<file path="src/rtl/i2cm_pkg.sv">
// Shared types and codes for the I2C register-transfer master.
`default_nettype none

package i2cm_pkg;

    // Commands carried by an input beat
    localparam logic [2:0] CMD_TICK  = 3'd0;
    localparam logic [2:0] CMD_WRITE = 3'd1;
    localparam logic [2:0] CMD_READ  = 3'd2;
    localparam logic [2:0] CMD_PROBE = 3'd3;
    localparam logic [2:0] CMD_DATA  = 3'd4;

    // Bus sequencer phases
    localparam logic [4:0] PH_IDLE       = 5'd0;
    localparam logic [4:0] PH_PRESTOP    = 5'd1;
    localparam logic [4:0] PH_START_A    = 5'd2;
    localparam logic [4:0] PH_START_B    = 5'd3;
    localparam logic [4:0] PH_START_C    = 5'd4;
    localparam logic [4:0] PH_SEND_SETUP = 5'd5;
    localparam logic [4:0] PH_SEND_HIGH  = 5'd6;
    localparam logic [4:0] PH_SEND_LOW   = 5'd7;
    localparam logic [4:0] PH_ACK_REL    = 5'd8;
    localparam logic [4:0] PH_ACK_HIGH   = 5'd9;
    localparam logic [4:0] PH_ACK_LOW    = 5'd10;
    localparam logic [4:0] PH_WAIT_DATA  = 5'd11;
    localparam logic [4:0] PH_RECV_HIGH  = 5'd12;
    localparam logic [4:0] PH_RECV_LOW   = 5'd13;
    localparam logic [4:0] PH_MACK_SET   = 5'd14;
    localparam logic [4:0] PH_MACK_HIGH  = 5'd15;
    localparam logic [4:0] PH_MACK_LOW   = 5'd16;
    localparam logic [4:0] PH_STOP       = 5'd17;

    // Transaction kinds
    localparam logic [1:0] OP_WRITE = 2'd0;
    localparam logic [1:0] OP_READ  = 2'd1;
    localparam logic [1:0] OP_PROBE = 2'd2;

    // Status codes
    localparam logic [2:0] ST_OK         = 3'd0;
    localparam logic [2:0] ST_WR_ADDR    = 3'd1;
    localparam logic [2:0] ST_WR_REG     = 3'd2;
    localparam logic [2:0] ST_WR_DATA    = 3'd3;
    localparam logic [2:0] ST_RD_ADDR    = 3'd4;
    localparam logic [2:0] ST_RD_REG     = 3'd5;
    localparam logic [2:0] ST_RD_RADDR   = 3'd6;
    localparam logic [2:0] ST_ABSENT     = 3'd7;

    // Configuration register indexes
    localparam logic REG_DELAY_TICKS = 1'b0;

    localparam logic [7:0] DELAY_DEFAULT = 8'd4;

    // Sequencer state apart from the byte counter
    typedef struct packed {
        logic [4:0] phase;
        logic [2:0] bit_count;
        logic [7:0] shift_byte;
        logic [7:0] delay_count;
        logic [6:0] held_device;
        logic [7:0] held_register;
        logic [1:0] operation;
        logic       scl;
        logic       sda;
        logic [2:0] last_status;
    } seq_t;

    // One result beat
    typedef struct packed {
        logic       scl_out;
        logic       sda_out;
        logic [7:0] read_data;
        logic       read_valid;
        logic       read_last;
        logic       need_data;
        logic       busy_res;
        logic       done_res;
        logic [2:0] status;
    } res_t;

    localparam seq_t SEQ_RESET = '{
        phase: PH_IDLE, bit_count: 3'd0, shift_byte: 8'd0, delay_count: 8'd0,
        held_device: 7'd0, held_register: 8'd0, operation: OP_WRITE,
        scl: 1'b1, sda: 1'b1, last_status: ST_OK};

endpackage

`default_nettype wire

</file>
<file path="src/rtl/i2c_master_register_transfer.sv">
// A beat passes the input register, then the result register; a new one is taken while a result waits.
// Throughput: one beat per cycle unless both registers are full and out_ready is low.
// The sequencer state advances once per beat through a single pass of next-state logic.
// Reset (rst_n low, asynchronous): sequencer idle with SCL and SDA released and status zero,
// delay quantum 4, both registers empty; the result outputs themselves are not reset.
`default_nettype none

module i2c_master_register_transfer
    import i2cm_pkg::*;
#(
    parameter int LENGTH_BITS = 16
)
(
    input  wire logic                   clk,
    input  wire logic                   rst_n,
    input  wire logic                   psel,
    input  wire logic                   penable,
    input  wire logic                   pwrite,
    input  wire logic [2:0]             paddr,
    input  wire logic [31:0]            pwdata,
    output logic      [31:0]            prdata,
    output logic                        pready,
    input  wire logic                   in_valid,
    output logic                        in_ready,
    input  wire logic [2:0]             command,
    input  wire logic [6:0]             device_address,
    input  wire logic [7:0]             register_address,
    input  wire logic [LENGTH_BITS-1:0] length,
    input  wire logic [7:0]             write_data,
    input  wire logic                   sda_in,
    output logic                        out_valid,
    input  wire logic                   out_ready,
    output logic                        scl_out,
    output logic                        sda_out,
    output logic      [7:0]             read_data,
    output logic                        read_valid,
    output logic                        read_last,
    output logic                        need_data,
    output logic                        busy_res,
    output logic                        done_res,
    output logic      [2:0]             status
);

    logic [7:0]             delay_ticks;

    logic                   in_vld_reg;
    logic                   in_vld_next;
    logic [2:0]             cmd_reg;
    logic [6:0]             dev_reg;
    logic [7:0]             regaddr_reg;
    logic [LENGTH_BITS-1:0] len_reg;
    logic [7:0]             wdata_reg;
    logic                   sda_reg;

    seq_t                   st_reg;
    seq_t                   st_next;
    logic [LENGTH_BITS-1:0] bl_reg;
    logic [LENGTH_BITS-1:0] bl_next;

    logic                   out_vld_reg;
    logic                   out_vld_next;
    res_t                   res_reg;
    res_t                   res_next;

    logic                   in_take;
    logic                   step_en;

    i2cm_apb u_apb (
        .clk         (clk),
        .rst_n       (rst_n),
        .psel        (psel),
        .penable     (penable),
        .pwrite      (pwrite),
        .paddr       (paddr),
        .pwdata      (pwdata),
        .prdata      (prdata),
        .pready      (pready),
        .delay_ticks (delay_ticks)
    );

    i2cm_step #(
        .LENGTH_BITS (LENGTH_BITS)
    ) u_step (
        .st               (st_reg),
        .bytes_left       (bl_reg),
        .delay_ticks      (delay_ticks),
        .command          (cmd_reg),
        .device_address   (dev_reg),
        .register_address (regaddr_reg),
        .length           (len_reg),
        .write_data       (wdata_reg),
        .sda_in           (sda_reg),
        .st_next          (st_next),
        .bytes_left_next  (bl_next),
        .res              (res_next)
    );

    // advance a held beat whenever the result slot is free or draining
    assign step_en  = in_vld_reg && (!out_vld_reg || out_ready);
    assign in_ready = !in_vld_reg || step_en;
    assign in_take  = in_valid && in_ready;

    always_comb
    begin
        in_vld_next = in_vld_reg;
        if (in_take)
            in_vld_next = 1'b1;
        else if (step_en)
            in_vld_next = 1'b0;

        out_vld_next = out_vld_reg;
        if (step_en)
            out_vld_next = 1'b1;
        else if (out_ready)
            out_vld_next = 1'b0;
    end

    always_ff @(posedge clk or negedge rst_n)
    begin
        if (!rst_n)
        begin
            in_vld_reg  <= 1'b0;
            out_vld_reg <= 1'b0;
            st_reg      <= SEQ_RESET;
            bl_reg      <= '0;
        end
        else
        begin
            in_vld_reg  <= in_vld_next;
            out_vld_reg <= out_vld_next;
            if (step_en)
            begin
                st_reg <= st_next;
                bl_reg <= bl_next;
            end
        end
    end

    always_ff @(posedge clk)
    begin
        if (in_take)
        begin
            cmd_reg     <= command;
            dev_reg     <= device_address;
            regaddr_reg <= register_address;
            len_reg     <= length;
            wdata_reg   <= write_data;
            sda_reg     <= sda_in;
        end
        if (step_en)
        begin
            res_reg <= res_next;
        end
    end

    assign out_valid  = out_vld_reg;
    assign scl_out    = res_reg.scl_out;
    assign sda_out    = res_reg.sda_out;
    assign read_data  = res_reg.read_data;
    assign read_valid = res_reg.read_valid;
    assign read_last  = res_reg.read_last;
    assign need_data  = res_reg.need_data;
    assign busy_res   = res_reg.busy_res;
    assign done_res   = res_reg.done_res;
    assign status     = res_reg.status;

    a_last_needs_valid: assert property (@(posedge clk) disable iff (!rst_n)
        out_valid && read_last |-> read_valid)
        else $error("read_last without read_valid");

    a_done_not_busy: assert property (@(posedge clk) disable iff (!rst_n)
        out_valid && done_res |-> !busy_res && !need_data)
        else $error("done while still busy");

    a_need_is_busy: assert property (@(posedge clk) disable iff (!rst_n)
        out_valid && need_data |-> busy_res && !read_valid)
        else $error("need_data outside a write transfer");

    a_stall_only_full: assert property (@(posedge clk) disable iff (!rst_n)
        !in_ready |-> in_vld_reg && out_vld_reg && !out_ready)
        else $error("input stalled with free result slot");

    a_step_fills_out: assert property (@(posedge clk) disable iff (!rst_n)
        step_en |=> out_valid)
        else $error("stepped beat lost");

endmodule

`default_nettype wire

</file>
<file path="src/rtl/i2cm_apb.sv">
// APB configuration port holding the bus delay quantum.
`default_nettype none

module i2cm_apb
    import i2cm_pkg::*;
(
    input  wire logic        clk,
    input  wire logic        rst_n,
    input  wire logic        psel,
    input  wire logic        penable,
    input  wire logic        pwrite,
    input  wire logic [2:0]  paddr,
    input  wire logic [31:0] pwdata,
    output logic      [31:0] prdata,
    output logic             pready,
    output logic      [7:0]  delay_ticks
);

    logic [7:0] delay_ticks_reg;
    logic [7:0] delay_ticks_next;
    logic       wr_en;

    assign pready = 1'b1;
    assign wr_en  = psel && penable && pwrite;

    always_comb
    begin
        delay_ticks_next = delay_ticks_reg;
        if (wr_en && (paddr[2] == REG_DELAY_TICKS))
        begin
            delay_ticks_next = pwdata[7:0];
        end
    end

    always_ff @(posedge clk or negedge rst_n)
    begin
        if (!rst_n)
        begin
            delay_ticks_reg <= DELAY_DEFAULT;
        end
        else
        begin
            delay_ticks_reg <= delay_ticks_next;
        end
    end

    always_comb
    begin
        prdata = 32'd0;
        if (paddr[2] == REG_DELAY_TICKS)
        begin
            prdata = {24'd0, delay_ticks_reg};
        end
    end

    assign delay_ticks = delay_ticks_reg;

endmodule

`default_nettype wire

</file>
<file path="src/rtl/i2cm_step.sv">
// Next-state and result logic of the bus sequencer for one input beat.
`default_nettype none

module i2cm_step
    import i2cm_pkg::*;
#(
    parameter int LENGTH_BITS = 16
)
(
    input  wire seq_t                   st,
    input  wire logic [LENGTH_BITS-1:0] bytes_left,
    input  wire logic [7:0]             delay_ticks,
    input  wire logic [2:0]             command,
    input  wire logic [6:0]             device_address,
    input  wire logic [7:0]             register_address,
    input  wire logic [LENGTH_BITS-1:0] length,
    input  wire logic [7:0]             write_data,
    input  wire logic                   sda_in,
    output seq_t                        st_next,
    output logic [LENGTH_BITS-1:0]      bytes_left_next,
    output res_t                        res
);

    logic [7:0]             dq;
    logic [7:0]             dev_w;
    logic [LENGTH_BITS-1:0] bl_dec;
    logic                   valid;
    logic                   last;
    logic                   done;
    seq_t                   n;
    logic [LENGTH_BITS-1:0] nbl;

    function automatic seq_t go_f(seq_t s, logic [4:0] ph, logic [7:0] d);
        s.phase       = ph;
        s.delay_count = d;
        return s;
    endfunction

    function automatic seq_t start_f(seq_t s, logic [7:0] d);
        s.sda = 1'b1;
        s.scl = 1'b1;
        return go_f(s, PH_START_A, d);
    endfunction

    function automatic seq_t stop_f(seq_t s, logic [7:0] d);
        s.sda = 1'b0;
        s.scl = 1'b1;
        return go_f(s, PH_STOP, d);
    endfunction

    function automatic seq_t send_f(seq_t s, logic [7:0] b, logic [2:0] code,
                                    logic [7:0] d);
        s.shift_byte  = b;
        s.bit_count   = 3'd0;
        s.last_status = code;
        s.sda         = b[7];
        return go_f(s, PH_SEND_SETUP, d);
    endfunction

    function automatic seq_t recv_f(seq_t s, logic [7:0] d);
        s.shift_byte = 8'd0;
        s.bit_count  = 3'd0;
        s.scl        = 1'b1;
        return go_f(s, PH_RECV_HIGH, d);
    endfunction

    assign dq     = (delay_ticks == 8'd0) ? 8'd1 : delay_ticks;
    assign dev_w  = {st.held_device, 1'b0};
    assign bl_dec = (bytes_left != '0) ? (bytes_left - LENGTH_BITS'(1)) : bytes_left;

    always_comb
    begin
        n     = st;
        nbl   = bytes_left;
        valid = 1'b0;
        last  = 1'b0;
        done  = 1'b0;
        case (command)
            CMD_WRITE, CMD_READ, CMD_PROBE:
            begin
                if (st.phase == PH_IDLE)
                begin
                    n.held_device   = device_address;
                    n.held_register = register_address;
                    nbl             = length;
                    n.bit_count     = 3'd0;
                    n.shift_byte    = 8'd0;
                    n.last_status   = ST_OK;
                    if (command == CMD_WRITE)
                    begin
                        n.operation = OP_WRITE;
                        n = start_f(n, dq);
                    end
                    else if (command == CMD_READ)
                    begin
                        n.operation = OP_READ;
                        n = start_f(n, dq);
                    end
                    else
                    begin
                        // probe opens with a stop to free the bus
                        n.operation = OP_PROBE;
                        n.sda = 1'b0;
                        n.scl = 1'b1;
                        n = go_f(n, PH_PRESTOP, dq);
                    end
                end
            end
            CMD_DATA:
            begin
                if (st.phase == PH_WAIT_DATA)
                begin
                    nbl = bl_dec;
                    n = send_f(n, write_data, ST_WR_DATA, dq);
                end
            end
            CMD_TICK:
            begin
                if ((st.phase != PH_IDLE) && (st.phase != PH_WAIT_DATA))
                begin
                    if (st.delay_count > 8'd1)
                    begin
                        n.delay_count = st.delay_count - 8'd1;
                    end
                    else
                    begin
                        case (st.phase)
                            PH_PRESTOP:
                            begin
                                n = start_f(n, dq);
                            end
                            PH_START_A:
                            begin
                                n.sda = 1'b0;
                                n = go_f(n, PH_START_B, dq);
                            end
                            PH_START_B:
                            begin
                                n.scl = 1'b0;
                                n = go_f(n, PH_START_C, dq);
                            end
                            PH_START_C:
                            begin
                                if (st.operation == OP_PROBE)
                                    n = send_f(n, dev_w, ST_ABSENT, dq);
                                else if (st.operation == OP_READ && st.last_status == ST_RD_REG)
                                    n = send_f(n, dev_w | 8'd1, ST_RD_RADDR, dq);
                                else if (st.operation == OP_READ)
                                    n = send_f(n, dev_w, ST_RD_ADDR, dq);
                                else
                                    n = send_f(n, dev_w, ST_WR_ADDR, dq);
                            end
                            PH_SEND_SETUP:
                            begin
                                n.scl = 1'b1;
                                n = go_f(n, PH_SEND_HIGH, dq);
                            end
                            PH_SEND_HIGH:
                            begin
                                n.scl = 1'b0;
                                if (st.bit_count == 3'd7)
                                    n.sda = 1'b1;
                                n.shift_byte = {st.shift_byte[6:0], 1'b0};
                                n = go_f(n, PH_SEND_LOW, dq);
                            end
                            PH_SEND_LOW:
                            begin
                                if (st.bit_count == 3'd7)
                                begin
                                    // release SDA for the slave's ack
                                    n.bit_count = 3'd0;
                                    n.sda = 1'b1;
                                    n = go_f(n, PH_ACK_REL, dq);
                                end
                                else
                                begin
                                    n.bit_count = st.bit_count + 3'd1;
                                    n.sda = st.shift_byte[7];
                                    n = go_f(n, PH_SEND_SETUP, dq);
                                end
                            end
                            PH_ACK_REL:
                            begin
                                n.scl = 1'b1;
                                n = go_f(n, PH_ACK_HIGH, dq);
                            end
                            PH_ACK_HIGH:
                            begin
                                n.shift_byte = {7'd0, sda_in};
                                n.scl = 1'b0;
                                n = go_f(n, PH_ACK_LOW, dq);
                            end
                            PH_ACK_LOW:
                            begin
                                if (st.shift_byte[0])
                                begin
                                    // nack: stop and keep the failing stage
                                    n = stop_f(n, dq);
                                end
                                else
                                begin
                                    case (st.last_status)
                                        ST_WR_ADDR:
                                            n = send_f(n, st.held_register, ST_WR_REG, dq);
                                        ST_RD_ADDR:
                                            n = send_f(n, st.held_register, ST_RD_REG, dq);
                                        ST_RD_REG:
                                            n = start_f(n, dq);
                                        ST_RD_RADDR:
                                        begin
                                            if (bytes_left == '0)
                                            begin
                                                n.last_status = ST_OK;
                                                n = stop_f(n, dq);
                                            end
                                            else
                                            begin
                                                n = recv_f(n, dq);
                                            end
                                        end
                                        ST_WR_REG, ST_WR_DATA:
                                        begin
                                            if (bytes_left == '0)
                                            begin
                                                n.last_status = ST_OK;
                                                n = stop_f(n, dq);
                                            end
                                            else
                                            begin
                                                n.last_status = ST_WR_DATA;
                                                n.phase = PH_WAIT_DATA;
                                                n.delay_count = 8'd0;
                                            end
                                        end
                                        default:
                                        begin
                                            n.last_status = ST_OK;
                                            n = stop_f(n, dq);
                                        end
                                    endcase
                                end
                            end
                            PH_RECV_HIGH:
                            begin
                                n.shift_byte = {st.shift_byte[6:0], sda_in};
                                n.scl = 1'b0;
                                n = go_f(n, PH_RECV_LOW, dq);
                            end
                            PH_RECV_LOW:
                            begin
                                if (st.bit_count == 3'd7)
                                begin
                                    // present the byte, nack only the final one
                                    n.bit_count = 3'd0;
                                    valid = 1'b1;
                                    last  = (bytes_left == LENGTH_BITS'(1));
                                    n.sda = last;
                                    n = go_f(n, PH_MACK_SET, dq);
                                end
                                else
                                begin
                                    n.bit_count = st.bit_count + 3'd1;
                                    n.scl = 1'b1;
                                    n = go_f(n, PH_RECV_HIGH, dq);
                                end
                            end
                            PH_MACK_SET:
                            begin
                                n.scl = 1'b1;
                                n = go_f(n, PH_MACK_HIGH, dq);
                            end
                            PH_MACK_HIGH:
                            begin
                                n.scl = 1'b0;
                                n = go_f(n, PH_MACK_LOW, dq);
                            end
                            PH_MACK_LOW:
                            begin
                                n.sda = 1'b1;
                                nbl = bl_dec;
                                if (bl_dec == '0)
                                begin
                                    n.last_status = ST_OK;
                                    n = stop_f(n, dq);
                                end
                                else
                                begin
                                    n = recv_f(n, dq);
                                end
                            end
                            PH_STOP:
                            begin
                                n.sda = 1'b1;
                                n.phase = PH_IDLE;
                                n.delay_count = 8'd0;
                                done = 1'b1;
                            end
                            default:
                            begin
                                n.phase = PH_IDLE;
                                n.delay_count = 8'd0;
                            end
                        endcase
                    end
                end
            end
            default:
            begin
                n = st;
            end
        endcase
    end

    assign st_next         = n;
    assign bytes_left_next = nbl;

    always_comb
    begin
        res.scl_out    = n.scl;
        res.sda_out    = n.sda;
        res.read_data  = valid ? n.shift_byte : 8'd0;
        res.read_valid = valid;
        res.read_last  = valid && last;
        res.need_data  = (n.phase == PH_WAIT_DATA);
        res.busy_res   = (n.phase != PH_IDLE);
        res.done_res   = done;
        res.status     = n.last_status;
    end

endmodule

`default_nettype wire
</file>
<file path="config.mk">
export PLATFORM = sky130hd
export DESIGN_NAME = i2c_master_register_transfer
export DESIGN_NICKNAME = d
export VERILOG_FILES = /design/src/rtl/i2cm_pkg.sv /design/src/rtl/i2c_master_register_transfer.sv /design/src/rtl/i2cm_apb.sv /design/src/rtl/i2cm_step.sv
export SDC_FILE = /design/constraint.sdc
export NUM_CORES = 1
export LEC_CHECK = 0
export ABC_AREA = 1
export BUFFER_PORTS_ARGS = -buffer_cell sky130_fd_sc_hd__buf_2
export CAP_MARGIN = 20
export CORE_MARGIN = 5
export CORE_UTILIZATION = 57
export CTS_CLUSTER_SIZE = 30
export DETAILED_ROUTE_END_ITERATION = 8
export GPL_ROUTABILITY_DRIVEN = 0
export PLACE_DENSITY = 0.81
export SYNTH_ARGS = -nofsm -noshare
export SYNTH_HDL_FRONTEND = slang
export SYNTH_SLANG_ARGS = --single-unit
</file>
<file path="constraint.sdc">
create_clock -name clk -period 3.05 [get_ports clk]
set_clock_uncertainty 0.15 [all_clocks]
set_input_delay 0.4575 -clock clk [delete_from_list [all_inputs] [get_ports clk]]
set_output_delay 0.4575 -clock clk [all_outputs]
set_load 0.03 [all_outputs]
</file>
== Word-level counts from Yosys, hierarchy flattened ==
Index checks and enable logic that the tools add are counted.
Word-level totals
  register bits after elaboration: 133
  bits of input ports: 85
  output and inout bits: 53
Cells by class
  add/sub/neg operators: 3
  magnitude comparators: 1
  equality and inequality tests: 48
  muxes and demuxes: 53
  bitwise logic cells: 4
  reduce and logical (&&, ||, !) cells: 34
Operators with widths (number)
  $mux W46: 6
  $pmux W46 S5: 1
  $pmux W46 S3: 1
  $mux W43: 3
  $pmux W18 S7: 1
  $mux W16: 7
  $pmux W11 S8: 1
  $pmux W5 S15: 1
  $mux W31: 2
  $pmux W16 S3: 1
  $pmux W8 S6: 1
  $eq A5 B4 Y1 const B: 9
  $mux W45: 1
  $logic_not A16 Y1: 2
  $mux W8: 4
  $mux W22: 1
  $eq A5 B3 Y1 const B: 4
  $eq A16 B1 Y1 const B: 1
  $mux W1: 16
  $reduce_and A16 Y1: 1
  $reduce_bool A16 Y1: 1
  $sub A16 B1 Y16 const B: 1
  $eq A3 B3 Y1 const B: 5
  $pmux W3 S5: 1
  other kinds (38): 71

== Longest topological paths before layout ==
Gate-level depths: netlist of the first run.
  depth after elaboration: 10
  depth in mapped cells: 19

== By module ==
Synthesis of the first run repeated with hierarchy kept, for this count alone.
Second synthesis, totals
  cell total of the unflattened synthesis: 1208
  area, all modules: 8857.2 sq um
By module, submodules not included
  i2c_master_register_transfer: times used 1, cells an instance 339, area each 4396.7 sq um, sequential area each 3435.8 sq um
  i2cm_step: times used 1, cells an instance 788, area each 3849.9 sq um, sequential area each 0.0 sq um
  i2cm_apb: times used 1, cells an instance 81, area each 610.6 sq um, sequential area each 201.4 sq um

== Least setup slack after synthesis of the first run ==
OpenSTA, ideal clock, no wires.
  path type: register to register
  start: reg bl_reg[0]
  end: reg res_reg (netlist bit read_data[3]) (data pin)
  arrival time: 2.152 ns
  data required time: 2.651 ns
  slack: 0.498 ns
  stages on the path, launching flop included: 18
  buffers on the path: 1
  clock period less this slack: 2.552 ns
  cells stage by stage: dfrtp_1 clkinv_1 ha_1 nand2_4 nor2_8 nand2_4 buf_6 nand2_2 nand2_1 nand2_1 inv_2 nor2_1 o21ai_0 nand2_1 a21oi_1 o211ai_1 nand2_1 inv_1
On the way
  longest elaborated chain between the ends: 8
  elaborated cells between the ends (all ways): 13
RTL lines
  from (decl): line i2c_master_register_transfer.sv:57  | logic [LENGTH_BITS-1:0] bl_reg;
  from (signal assigned): line i2c_master_register_transfer.sv:134  | bl_reg <= bl_next;
  $sub A16 B1 Y16 (tied with other cells): line i2cm_step.sv:69  | assign bl_dec = (bytes_left != '0) ? (bytes_left - LENGTH_BITS'(1)) : bytes_left;
  $mux W16 or $mux W46 (tied branches): line i2cm_step.sv:69, i2cm_step.sv:211
  $logic_not A16 Y1 or $pmux W46 S5 (tied branches): line i2cm_step.sv:281, i2cm_step.sv:202
  $mux W46, on equally long branches: line i2cm_step.sv:281, i2cm_step.sv:195
  $pmux W11 S8 (*): line i2cm_step.sv:127  | case (st.phase)
  $mux W16 (*): line i2cm_step.sv:121  | if (st.delay_count > 8'd1)
  $mux W46 (*): line i2cm_step.sv:119  | if ((st.phase != PH_IDLE) && (st.phase != PH_WAIT_DATA))
  $pmux W46 S3 (*): line i2cm_step.sv:78  | case (command)
  to (signal assigned): line i2c_master_register_transfer.sv:152  | res_reg <= res_next;
  to (decl): line i2c_master_register_transfer.sv:62  | res_t res_reg;
Every way passes the cells marked *; elsewhere a longest branch is shown, timed or not. The select of a mux whose other input is x is not followed.
A chain may end at the register's enable or synchronous reset.

== Final worst setup path of the first run ==
  start: reg cmd_reg[0]
  end: reg bl_reg[5]
On the way
  longest elaborated chain between the ends: 4
  elaborated cells between the ends (all ways): 14
RTL lines
  from (decl): line i2c_master_register_transfer.sv:48  | logic [2:0] cmd_reg;
  from (signal assigned): line i2c_master_register_transfer.sv:143  | cmd_reg <= command;
  $eq A3 B2 Y1 or $eq A3 B1 Y1 (tied branches): line i2cm_step.sv:78
  $reduce_or A3 Y1: line i2cm_step.sv:78
  $ne A2 B1 Y1 (no source line) or $reduce_bool A3 Y1 (tied branches)
  $reduce_and A7 Y1 (no source line)
Several ways; a longest one is shown, not always the timed one.

==> metrics.cfg, run 1 <==
[status]
status=finished clean

[synth]
ys_warn_count=0
yosysTopAreaCellShare_pct=23.4
yosysSeqAreaShare_pct=46.4
ys_seq_elements=133
ys.flop_type=dfrtp_1
synth.area.top_cells=edfxtp_1, dfrtp_1, nand2_1, nor2_1, inv_1
syn_inst=989
synth_edf_count=61
synthTopCellsByCount=nand2_1, nor2_1, inv_1
yosysMostFrequentCell=nand2_1
ys_types=48
synthArstFlopShare_pct=54.1
synth_top_area_cell=edfxtp_1
avgSynthCellArea_um2=7.92
synthesis.area_mm2=0.00783

[detailed_routing]
drt-total-wl_mm=19.9
first_pass_iters=7
drtIter0Drc=980
postRouteAntennaNets=0
viasPerCell=5.60
vias=7169
wl_per_cell_um=15.6
drc_errors=0

[clock_tree]
clk_latency_ns=0.43
cts_sinks=133
htreeDepth=4
clockBufferDepth=2
cts_made_buffers=17
cts_root_buf=clkbuf_16
tritoncts=yes
path_clk_slew_ns=0.06

[timing]
period_share_pct=93.7
worst_slew_margin_rel_pct=48.7
drv_slew=0
tightest_slew_ns=0.767
post-route-min-period_ns=2.86
hold_viol_final=0
tns_ns=0
clock.fmax_mhz=350
grt_setup_unrepaired=no
setup_violations=0
layout_setup_ws_ns=0.191

[setup_path]
crit_path_end_kind=flip-flop
critPathKind=flip-flop to flip-flop
worstPathArrival_ns=3.04
cp-start-kind=flip-flop
crit_required_ns=3.23
path_max_fanout=21

[global_route]
gr-max-usage-layer=met2
grt.met1_usage_pct=34.3
grt_use_total_pct=25.3
grt_overflow=0
grt_pass1_wl_mm=32.8
grt_start_max_net_pins=44
use_met3_pct=7.01
met2_usage_pct=38.8
grt_pass1_vias=6660
antenna_found_initial=0

[die]
ios=138
start_util_pct=58.7
dieArea_mm2=0.0162
die_w_um=127
die_y_um=127
core_area_mm2=0.0133
rows=42

[flow_run]
drv_cap=0

[power_and_ir_drop]
p_leak_nw=4.37
peakVddDrop_v=0.000530
power_density_mw_per_mm2=842

[finish]
fin_nets=1184
layout-drive-gt1-share_pct=19.1
postLayoutCellArea_mm2=0.00905
antennaDiodeCount=0
largest_reg_flops=46
syn_to_final_growth_pct=15.6

[place]
dp_worst_setup_slack_ns=0.323
hpwl_mm=14.6
dpl-instance-area_mm2=0.00843
portBuffers=86

[min_path]
hp-class=input port to flip-flop

[cell usage in the layout, fill, tap and decap left out, drive strengths merged]
master	n
mux2	12
a211oi	3
a221oi	3
a32oi	1
bufinv	2
inv	128
a41oi	2
o21bai	1
o2111ai	2
clkinvlp	2
a31oi	4
a311oi	1
o21a	2
a22oi	13
nand2	259
o211ai	8
dfstp	3
o22ai	11
dfrtp	69
clkbuf	20
a21oi	46
o221ai	1
nor2	132
nor3	10
nand3	64
o21ai	77
nand4	16
nor4	1
buf	105
conb	25
ha	8
edfxtp	61
clkinv	6
xor2	5
dlygate4sd3	1
[critical path, stage by stage, from the launching register on]
cell and delay [ns]:
edfxtp_1 0.43, nor2_4 0.22, inv_2 0.20, nor2_1 0.36, inv_1 0.12, nor2_1 0.21
inv_2 0.13, nand2_1 0.21, nor2_4 0.14, inv_2 0.27, a21oi_1 0.11, a22oi_1 0.20
[final cells by class]
cell class                 count  area (µm²)
inverter                     126         473
clock inverter                12         141
sequential                   133        3640
timing repair buffer         106         596
fill                        1120        4290
clock buffer                  20         468
tap                          176         220
multi-input combinational    707        3520
[report_power, final]
part           switching [W]  internal, W  total, W
Clock               0.000797      0.00128   0.00208
Combinational        0.00194     0.000925   0.00287
Sequential          0.000364      0.00231   0.00268
[logic make-up (layout without fill, tap and decap cells)]
family,Yosys count,after routing,share of synthesized area [%]
AND/OR/NAND/NOR,482,482,27.1
AO/OA/AOI/OAI,175,175,13.0
buffers and inverters,172,264,9.79
flip-flops,133,133,46.4
multiplexers,12,12,1.72
adder cells (fa/ha/maj),8,8,1.28
XOR/XNOR,5,5,0.559
other,2,25,0.0959
[metrics by stage]
step	hold WS, ns	power, W	util, %	std cells
2_1_floorplan	0.0119	0.00473	-	1012
3_3_place_gp	0.311	0.00538	63.2	1247
3_5_place_dp	0.315	0.00544	63.2	1247
4_1_cts	0.0424	0.00757	67.8	1280
5_1_grt	0.0398	0.00812	67.8	1280
6_report	0.0545	0.00762	67.8	1280
[worst paths after layout]
path                       slack [ns]                   end                 from  cells after the start
setup / recovery                 0.19             bl_reg[5]           cmd_reg[0]                     11
hold / removal                   0.05        regaddr_reg[4]  register_address[4]                      1
setup reg to reg                 0.19             bl_reg[5]           cmd_reg[0]                     11
hold reg to reg                  0.32             st_reg[7]       regaddr_reg[0]                      1
max in group asynchronous        1.60             st_reg[3]                rst_n                      3
min in group asynchronous        0.46  u_apb.delay_ticks[4]                rst_n                      2
[repair_timing]
action,in CTS,in global routing
gates resized for setup,0,1
buffers inserted,0,0
setup endpoints to repair,0,3
hold buffers,1,0
hold endpoints to repair,25,0
[metal layers]
layer	vias up	wire, µm
met5	-	0
met4	0	614
met3	71	2140
met2	449	8910
met1	3196	8280
li1	3453	-
No activity file was read; power rests on OpenSTA's default activity.
==> run 2: changes to the inputs <==
--- a/config.mk
+++ b/config.mk
@@ -9,11 +9,12 @@
 export BUFFER_PORTS_ARGS = -buffer_cell sky130_fd_sc_hd__buf_2
 export CAP_MARGIN = 20
 export CORE_MARGIN = 5
-export CORE_UTILIZATION = 57
+export CORE_UTILIZATION = 55
 export CTS_CLUSTER_SIZE = 30
 export DETAILED_ROUTE_END_ITERATION = 8
 export GPL_ROUTABILITY_DRIVEN = 0
-export PLACE_DENSITY = 0.81
+export MAX_ROUTING_LAYER = met4
+export PLACE_DENSITY = 0.79
 export SYNTH_ARGS = -nofsm -noshare
 export SYNTH_HDL_FRONTEND = slang
 export SYNTH_SLANG_ARGS = --single-unit
==> metrics.cfg, run 2 (synthesized netlist as in run 1, its figures left out) <==
[detailed_routing]
postRouteAntennaNets=0  ; unchanged
drc_errors=0  ; unchanged
first_pass_iters=9  ; +2
vias=7203  ; +0.47%
wl_per_cell_um=15.6  ; +0.33%
viasPerCell=5.61  ; about the same
drt-total-wl_mm=20.1  ; +0.72%
drtIter0Drc=927  ; -5.4%

[setup_path]
path_cells=inv_1 -> ha_1 -> nand2_4 -> nor2_8 -> nand2_8 -> o21ai_2 -> nand3_1 -> nor2_1 -> nand3_1 -> nand2_2 -> nand4_1 -> nand2_1 -> nand2_1 -> nor2_1 -> nand3_1
r2r_end=busy_res
startpoint=bl_reg[1]
r2r_start=bl_reg[1]
slowest_stage=dfrtp_1
critPathKind=flip-flop to flip-flop
worstPathArrival_ns=2.87  ; -0.17 ns
crit_top_cell=nand3_1
slowest_delay_ns=0.41  ; -0.02 ns
cp-start-kind=flip-flop
crit_end=busy_res
rr_worst_depth=15  ; +4
rrSetupSlack_ns=0.20  ; about the same
crit_path_end_kind=flip-flop
crit_required_ns=3.06  ; -0.17 ns
path_max_fanout=26  ; +24%

[global_route]
antenna_found_initial=0  ; unchanged
grt_pass1_wl_mm=32.7  ; -0.17%
grt_start_max_net_pins=44  ; unchanged
grt_overflow=0  ; unchanged
grt_use_total_pct=25.7  ; +0.37 points
grt_pass1_vias=6713  ; +0.80%

[flow_run]
drv_cap=0  ; unchanged

[finish]
final_common_cell=nand2_1
layout_common_cells=nand2_1, nor2_1, inv_1
fin_nets=1185  ; +0.084%
syn_to_final_growth_pct=16.3
layout-drive-gt1-share_pct=19.2  ; +0.073 points
largest_reg_flops=46  ; unchanged
antennaDiodeCount=0  ; unchanged
final_core_util_pct=65.4  ; -2.5 points

[clock_tree]
postCtsSetupBuffers=0  ; unchanged
htreeDepth=4  ; unchanged
path_clk_slew_ns=0.06  ; about the same
clk_latency_ns=0.43  ; about the same
cts_root_buf=clkbuf_16
cts_made_buffers=17  ; unchanged
cts_sinks=133  ; unchanged
tritoncts=yes
clockBufferDepth=2  ; unchanged

[place]
portBuffers=86  ; unchanged
hpwl_mm=14.6  ; +0.21%
dp_worst_setup_slack_ns=0.221  ; -0.102 ns

[status]
status=finished clean

[timing]
layout_setup_ws_ns=0.195  ; +0.00369 ns
tightest_slew_ns=0.774  ; +0.00711 ns
hold_viol_final=0  ; unchanged
clock.fmax_mhz=350  ; +0.13%
drv_slew=0  ; unchanged
tns_ns=0  ; unchanged
setup_violations=0  ; unchanged
worst_slew_margin_rel_pct=48.3  ; -0.48 points
grt_setup_unrepaired=no
post-route-min-period_ns=2.85  ; -0.00369 ns
period_share_pct=93.6  ; -0.12 points

[die]
die_y_um=129  ; +1.7%
die_w_um=129  ; +1.7%
ios=138  ; unchanged
dieArea_mm2=0.0167  ; +3.4%
rows=43  ; +2.4%
core_area_mm2=0.0139  ; +4.4%
start_util_pct=56.2  ; -2.5 points

[power_and_ir_drop]
power_density_mw_per_mm2=854  ; +1.4%
p_leak_nw=4.38  ; +0.27%
peakVddDrop_v=0.000494  ; -6.7%

[min_path]
min_from=register_address[3]
hp-class=input port to flip-flop

-- run 2: cell count changes in the layout (fill, tap and decap cells not counted), sizes merged --
cell and change:
clkinv +1, clkbuf -3, buf +1, inv +2
clkinvlp -2, bufinv +2
-- run 2: layout make-up --
class	instances	area, µm²
clock buffer	17	425
clock inverter	15	219
fill	1175	4820
inverter	126	473
multi-input combinational	707	3530
sequential	133	3640
tap	180	225
timing repair buffer	107	603
-- run 2: critical path: cells and delay by family (launching register included) --
family	cells	cell delay, ns
AOI/OAI and AO/OA	1	0.23
adders and majority gates	1	0.25
buffers and inverters	1	0.13
DFF	1	0.41
and+or+nand+nor	12	1.41
-- run 2: worst min-delay path by stage --
stage	depth (start not counted)	slack, ns	end
global placement	1	0.31	st_reg[7]
finish	1	0.05	regaddr_reg[3]
detailed placement	1	0.32	st_reg[7]
CTS	1	0.04	wdata_reg[2]
floorplan	0	0.01	bl_reg[0]
global route	1	0.03	dev_reg[1]
-- run 2: metrics by stage --
stage	hold slack (ns)	power [W]	std cells	instance area (µm²)
after global placement	0.311	0.00538	1252	8440
after global routing	0.0321	0.00828	1285	9110
after detailed placement	0.318	0.00545	1252	8440
after CTS	0.0362	0.00773	1285	9100
final	0.0481	0.00778	1285	9110
after floorplan	0.0119	0.00473	1012	7920
-- run 2: power by group --
part           internal [W]  switching, W  leakage, nW
Sequential          0.00231      0.000368         1.48
Combinational      0.000929       0.00194         2.58
Clock               0.00139      0.000838        0.316
-- run 2: routing by layer --
metal	wire (µm)	vias to the layer above	global-route usage [%]
met5	0	-	-
met1	8390	3264	34.3
li1	-	3443	-
met3	2220	61	6.27
met4	497	0	9.45
met2	8990	435	38.4
-- run 2: what timing repair did --
item | 4_1_cts | 5_1_grt
setup endpoints to repair | 0 | 7
resized for setup | 0 | 2
endpoints found under the hold margin | 29 | 0
hold buffers | 1 | 0
==> run 3: changes to the inputs <==
--- a/config.mk
+++ b/config.mk
@@ -8,13 +8,13 @@
 export ABC_AREA = 1
 export BUFFER_PORTS_ARGS = -buffer_cell sky130_fd_sc_hd__buf_2
 export CAP_MARGIN = 20
-export CORE_MARGIN = 5
 export CORE_UTILIZATION = 55
 export CTS_CLUSTER_SIZE = 30
 export DETAILED_ROUTE_END_ITERATION = 8
 export GPL_ROUTABILITY_DRIVEN = 0
 export MAX_ROUTING_LAYER = met4
 export PLACE_DENSITY = 0.79
+export SLEW_MARGIN = 20
 export SYNTH_ARGS = -nofsm -noshare
 export SYNTH_HDL_FRONTEND = slang
 export SYNTH_SLANG_ARGS = --single-unit
==> metrics.cfg, run 3 (synthesized netlist as in run 1, its figures left out) <==
[min_path]
hp-class=input port to async pin

[status]
status=finished clean

[setup_path]
critPathKind=flip-flop to flip-flop
cp-start-kind=flip-flop
path_delay_family=simple AND/OR/NAND/NOR gates
r2r_start=bl_reg[1]
slowest_delay_ns=0.40  ; about the same
crit_required_ns=3.07  ; about the same
slowest_stage=dfrtp_1
crit_path_end_kind=flip-flop
path_max_fanout=21  ; -19%
rrSetupSlack_ns=0.26  ; +0.07 ns
path_cells=inv_1 -> ha_1 -> nand2_4 -> nor2_8 -> nand2_4 -> o21ai_1 -> nand3_1 -> nor2_1 -> nand3_1 -> nand2_2 -> nand4_1 -> nand2_1 -> nand2_1 -> nor2_1 -> nand3_1
crit_top_cell=nand3_1
path_buf_inv=1  ; unchanged
worstPathArrival_ns=2.80  ; -0.07 ns
r2r_end=busy_res
rr_worst_depth=15  ; unchanged

[clock_tree]
clockBufferDepth=2  ; unchanged
clk_latency_ns=0.43  ; about the same
post_cts_resize_count=0  ; unchanged
htreeDepth=4  ; unchanged
cts_root_buf=clkbuf_16
cts_made_buffers=17  ; unchanged
cts_sinks=133  ; unchanged
tritoncts=yes
cts_hold_buf=0  ; -1
path_clk_slew_ns=0.06  ; about the same
postCtsSetupBuffers=0  ; unchanged

[flow_run]
drv_cap=0  ; unchanged

[global_route]
grt_use_total_pct=28.8  ; +3.1 points
grt_pass1_wl_mm=31.5  ; -3.7%
grt_start_max_net_pins=73  ; +66%
antenna_found_initial=0  ; unchanged
grt_pass1_vias=6422  ; -4.3%
grt_overflow=0  ; unchanged

[timing]
drv_slew=0  ; unchanged
period_share_pct=91.3  ; -2.3 points
setup_violations=0  ; unchanged
grt_setup_unrepaired=no
hold_viol_final=0  ; unchanged
tns_ns=0  ; unchanged
post-route-min-period_ns=2.79  ; -0.0696 ns
clock.fmax_mhz=359  ; +2.5%
fin_hold_ws_ns=0.0128  ; -0.0352 ns
worst_slew_margin_rel_pct=36.4  ; -12 points
tightest_slew_ns=0.953  ; +0.179 ns

[finish]
finalNonFillerCells=1281  ; -0.31%
antennaDiodeCount=0  ; unchanged
largest_reg_flops=46  ; unchanged
syn_to_final_growth_pct=14.3
layout_common_cells=nand2_1, nor2_1, inv_1
final_common_cell=nand2_1
final_core_util_pct=64.5  ; -0.86 points
fin_nets=1181  ; -0.34%
layout-drive-gt1-share_pct=18.9  ; -0.29 points

[power_and_ir_drop]
power_density_mw_per_mm2=825  ; -3.4%
p_total_w=0.00739  ; -5.0%
p_leak_nw=4.32  ; -1.4%
peakVddDrop_v=0.000681  ; +38%

[detailed_routing]
wl_per_cell_um=15.1  ; -3.2%
drt-total-wl_mm=19.4  ; -3.5%
postRouteAntennaNets=0  ; unchanged
vias=7166  ; -0.51%
drtIter0Drc=651  ; -30%
drc_errors=0  ; unchanged
viasPerCell=5.59  ; -0.20%
first_pass_iters=6  ; -3

[die]
ios=138  ; unchanged
rows=43  ; unchanged
die_y_um=121  ; -6.2%
core_area_mm2=0.0139  ; -0.39%
dieArea_mm2=0.0147  ; -12%
start_util_pct=56.4  ; +0.22 points
die_w_um=121  ; -6.2%

[place]
dpl.cell_count=1249  ; -0.24%
hpwl_mm=13.9  ; -4.8%
portBuffers=86  ; unchanged

run 3: worst max-delay path by stage:
stage	start	end	slack (ns)	depth (start not counted)
global placement	bl_reg[1]	busy_res	0.36	15
global route	bl_reg[1]	busy_res	0.02	15
floorplan	bl_reg[0]	read_data[3]	0.50	17
CTS	bl_reg[1]	busy_res	0.30	15
detailed placement	bl_reg[1]	busy_res	0.33	15
finish	bl_reg[1]	busy_res	0.26	15
run 3: area by class of cell:
cell class | count | area (µm²)
clock buffer | 19 | 443
multi-input combinational | 707 | 3520
fill | 1196 | 4920
sequential | 133 | 3640
tap | 180 | 225
clock inverter | 13 | 101
inverter | 126 | 473
timing repair buffer | 103 | 561
run 3: worst reg2reg max path: stages, from the launching register on:
cell	delay [ns]
dfrtp_1	0.40
inv_1	0.12
ha_1	0.24
nand2_4	0.10
nor2_8	0.18
nand2_4	0.19
o21ai_1	0.27
nand3_1	0.11
nor2_1	0.11
nand3_1	0.10
nand2_2	0.11
nand4_1	0.11
nand2_1	0.11
nand2_1	0.07
nor2_1	0.09
nand3_1	0.08
run 3: report_power, final:
group	total [W]	switching, W	internal (W)
Clock	0.00186	0.000793	0.00107
Combinational	0.00285	0.00193	0.000921
Sequential	0.00268	0.000364	0.00231
run 3: stage by stage:
step	setup slack [ns]	instance area, µm²
2_1_floorplan	0.498	7920
3_3_place_gp	0.359	8410
3_5_place_dp	0.327	8410
4_1_cts	0.297	8960
5_1_grt	0.0169	8960
6_report	0.265	8960
run 3: per-layer routing:
layer  vias to the layer above  track usage, %  wire length (µm)
li1                       3448               -                 -
met1                      3250            39.4              8240
met2                       407            40.4              8600
met3                        61            7.66              1970
met4                         0            11.9               568
met5                         -               -                 0
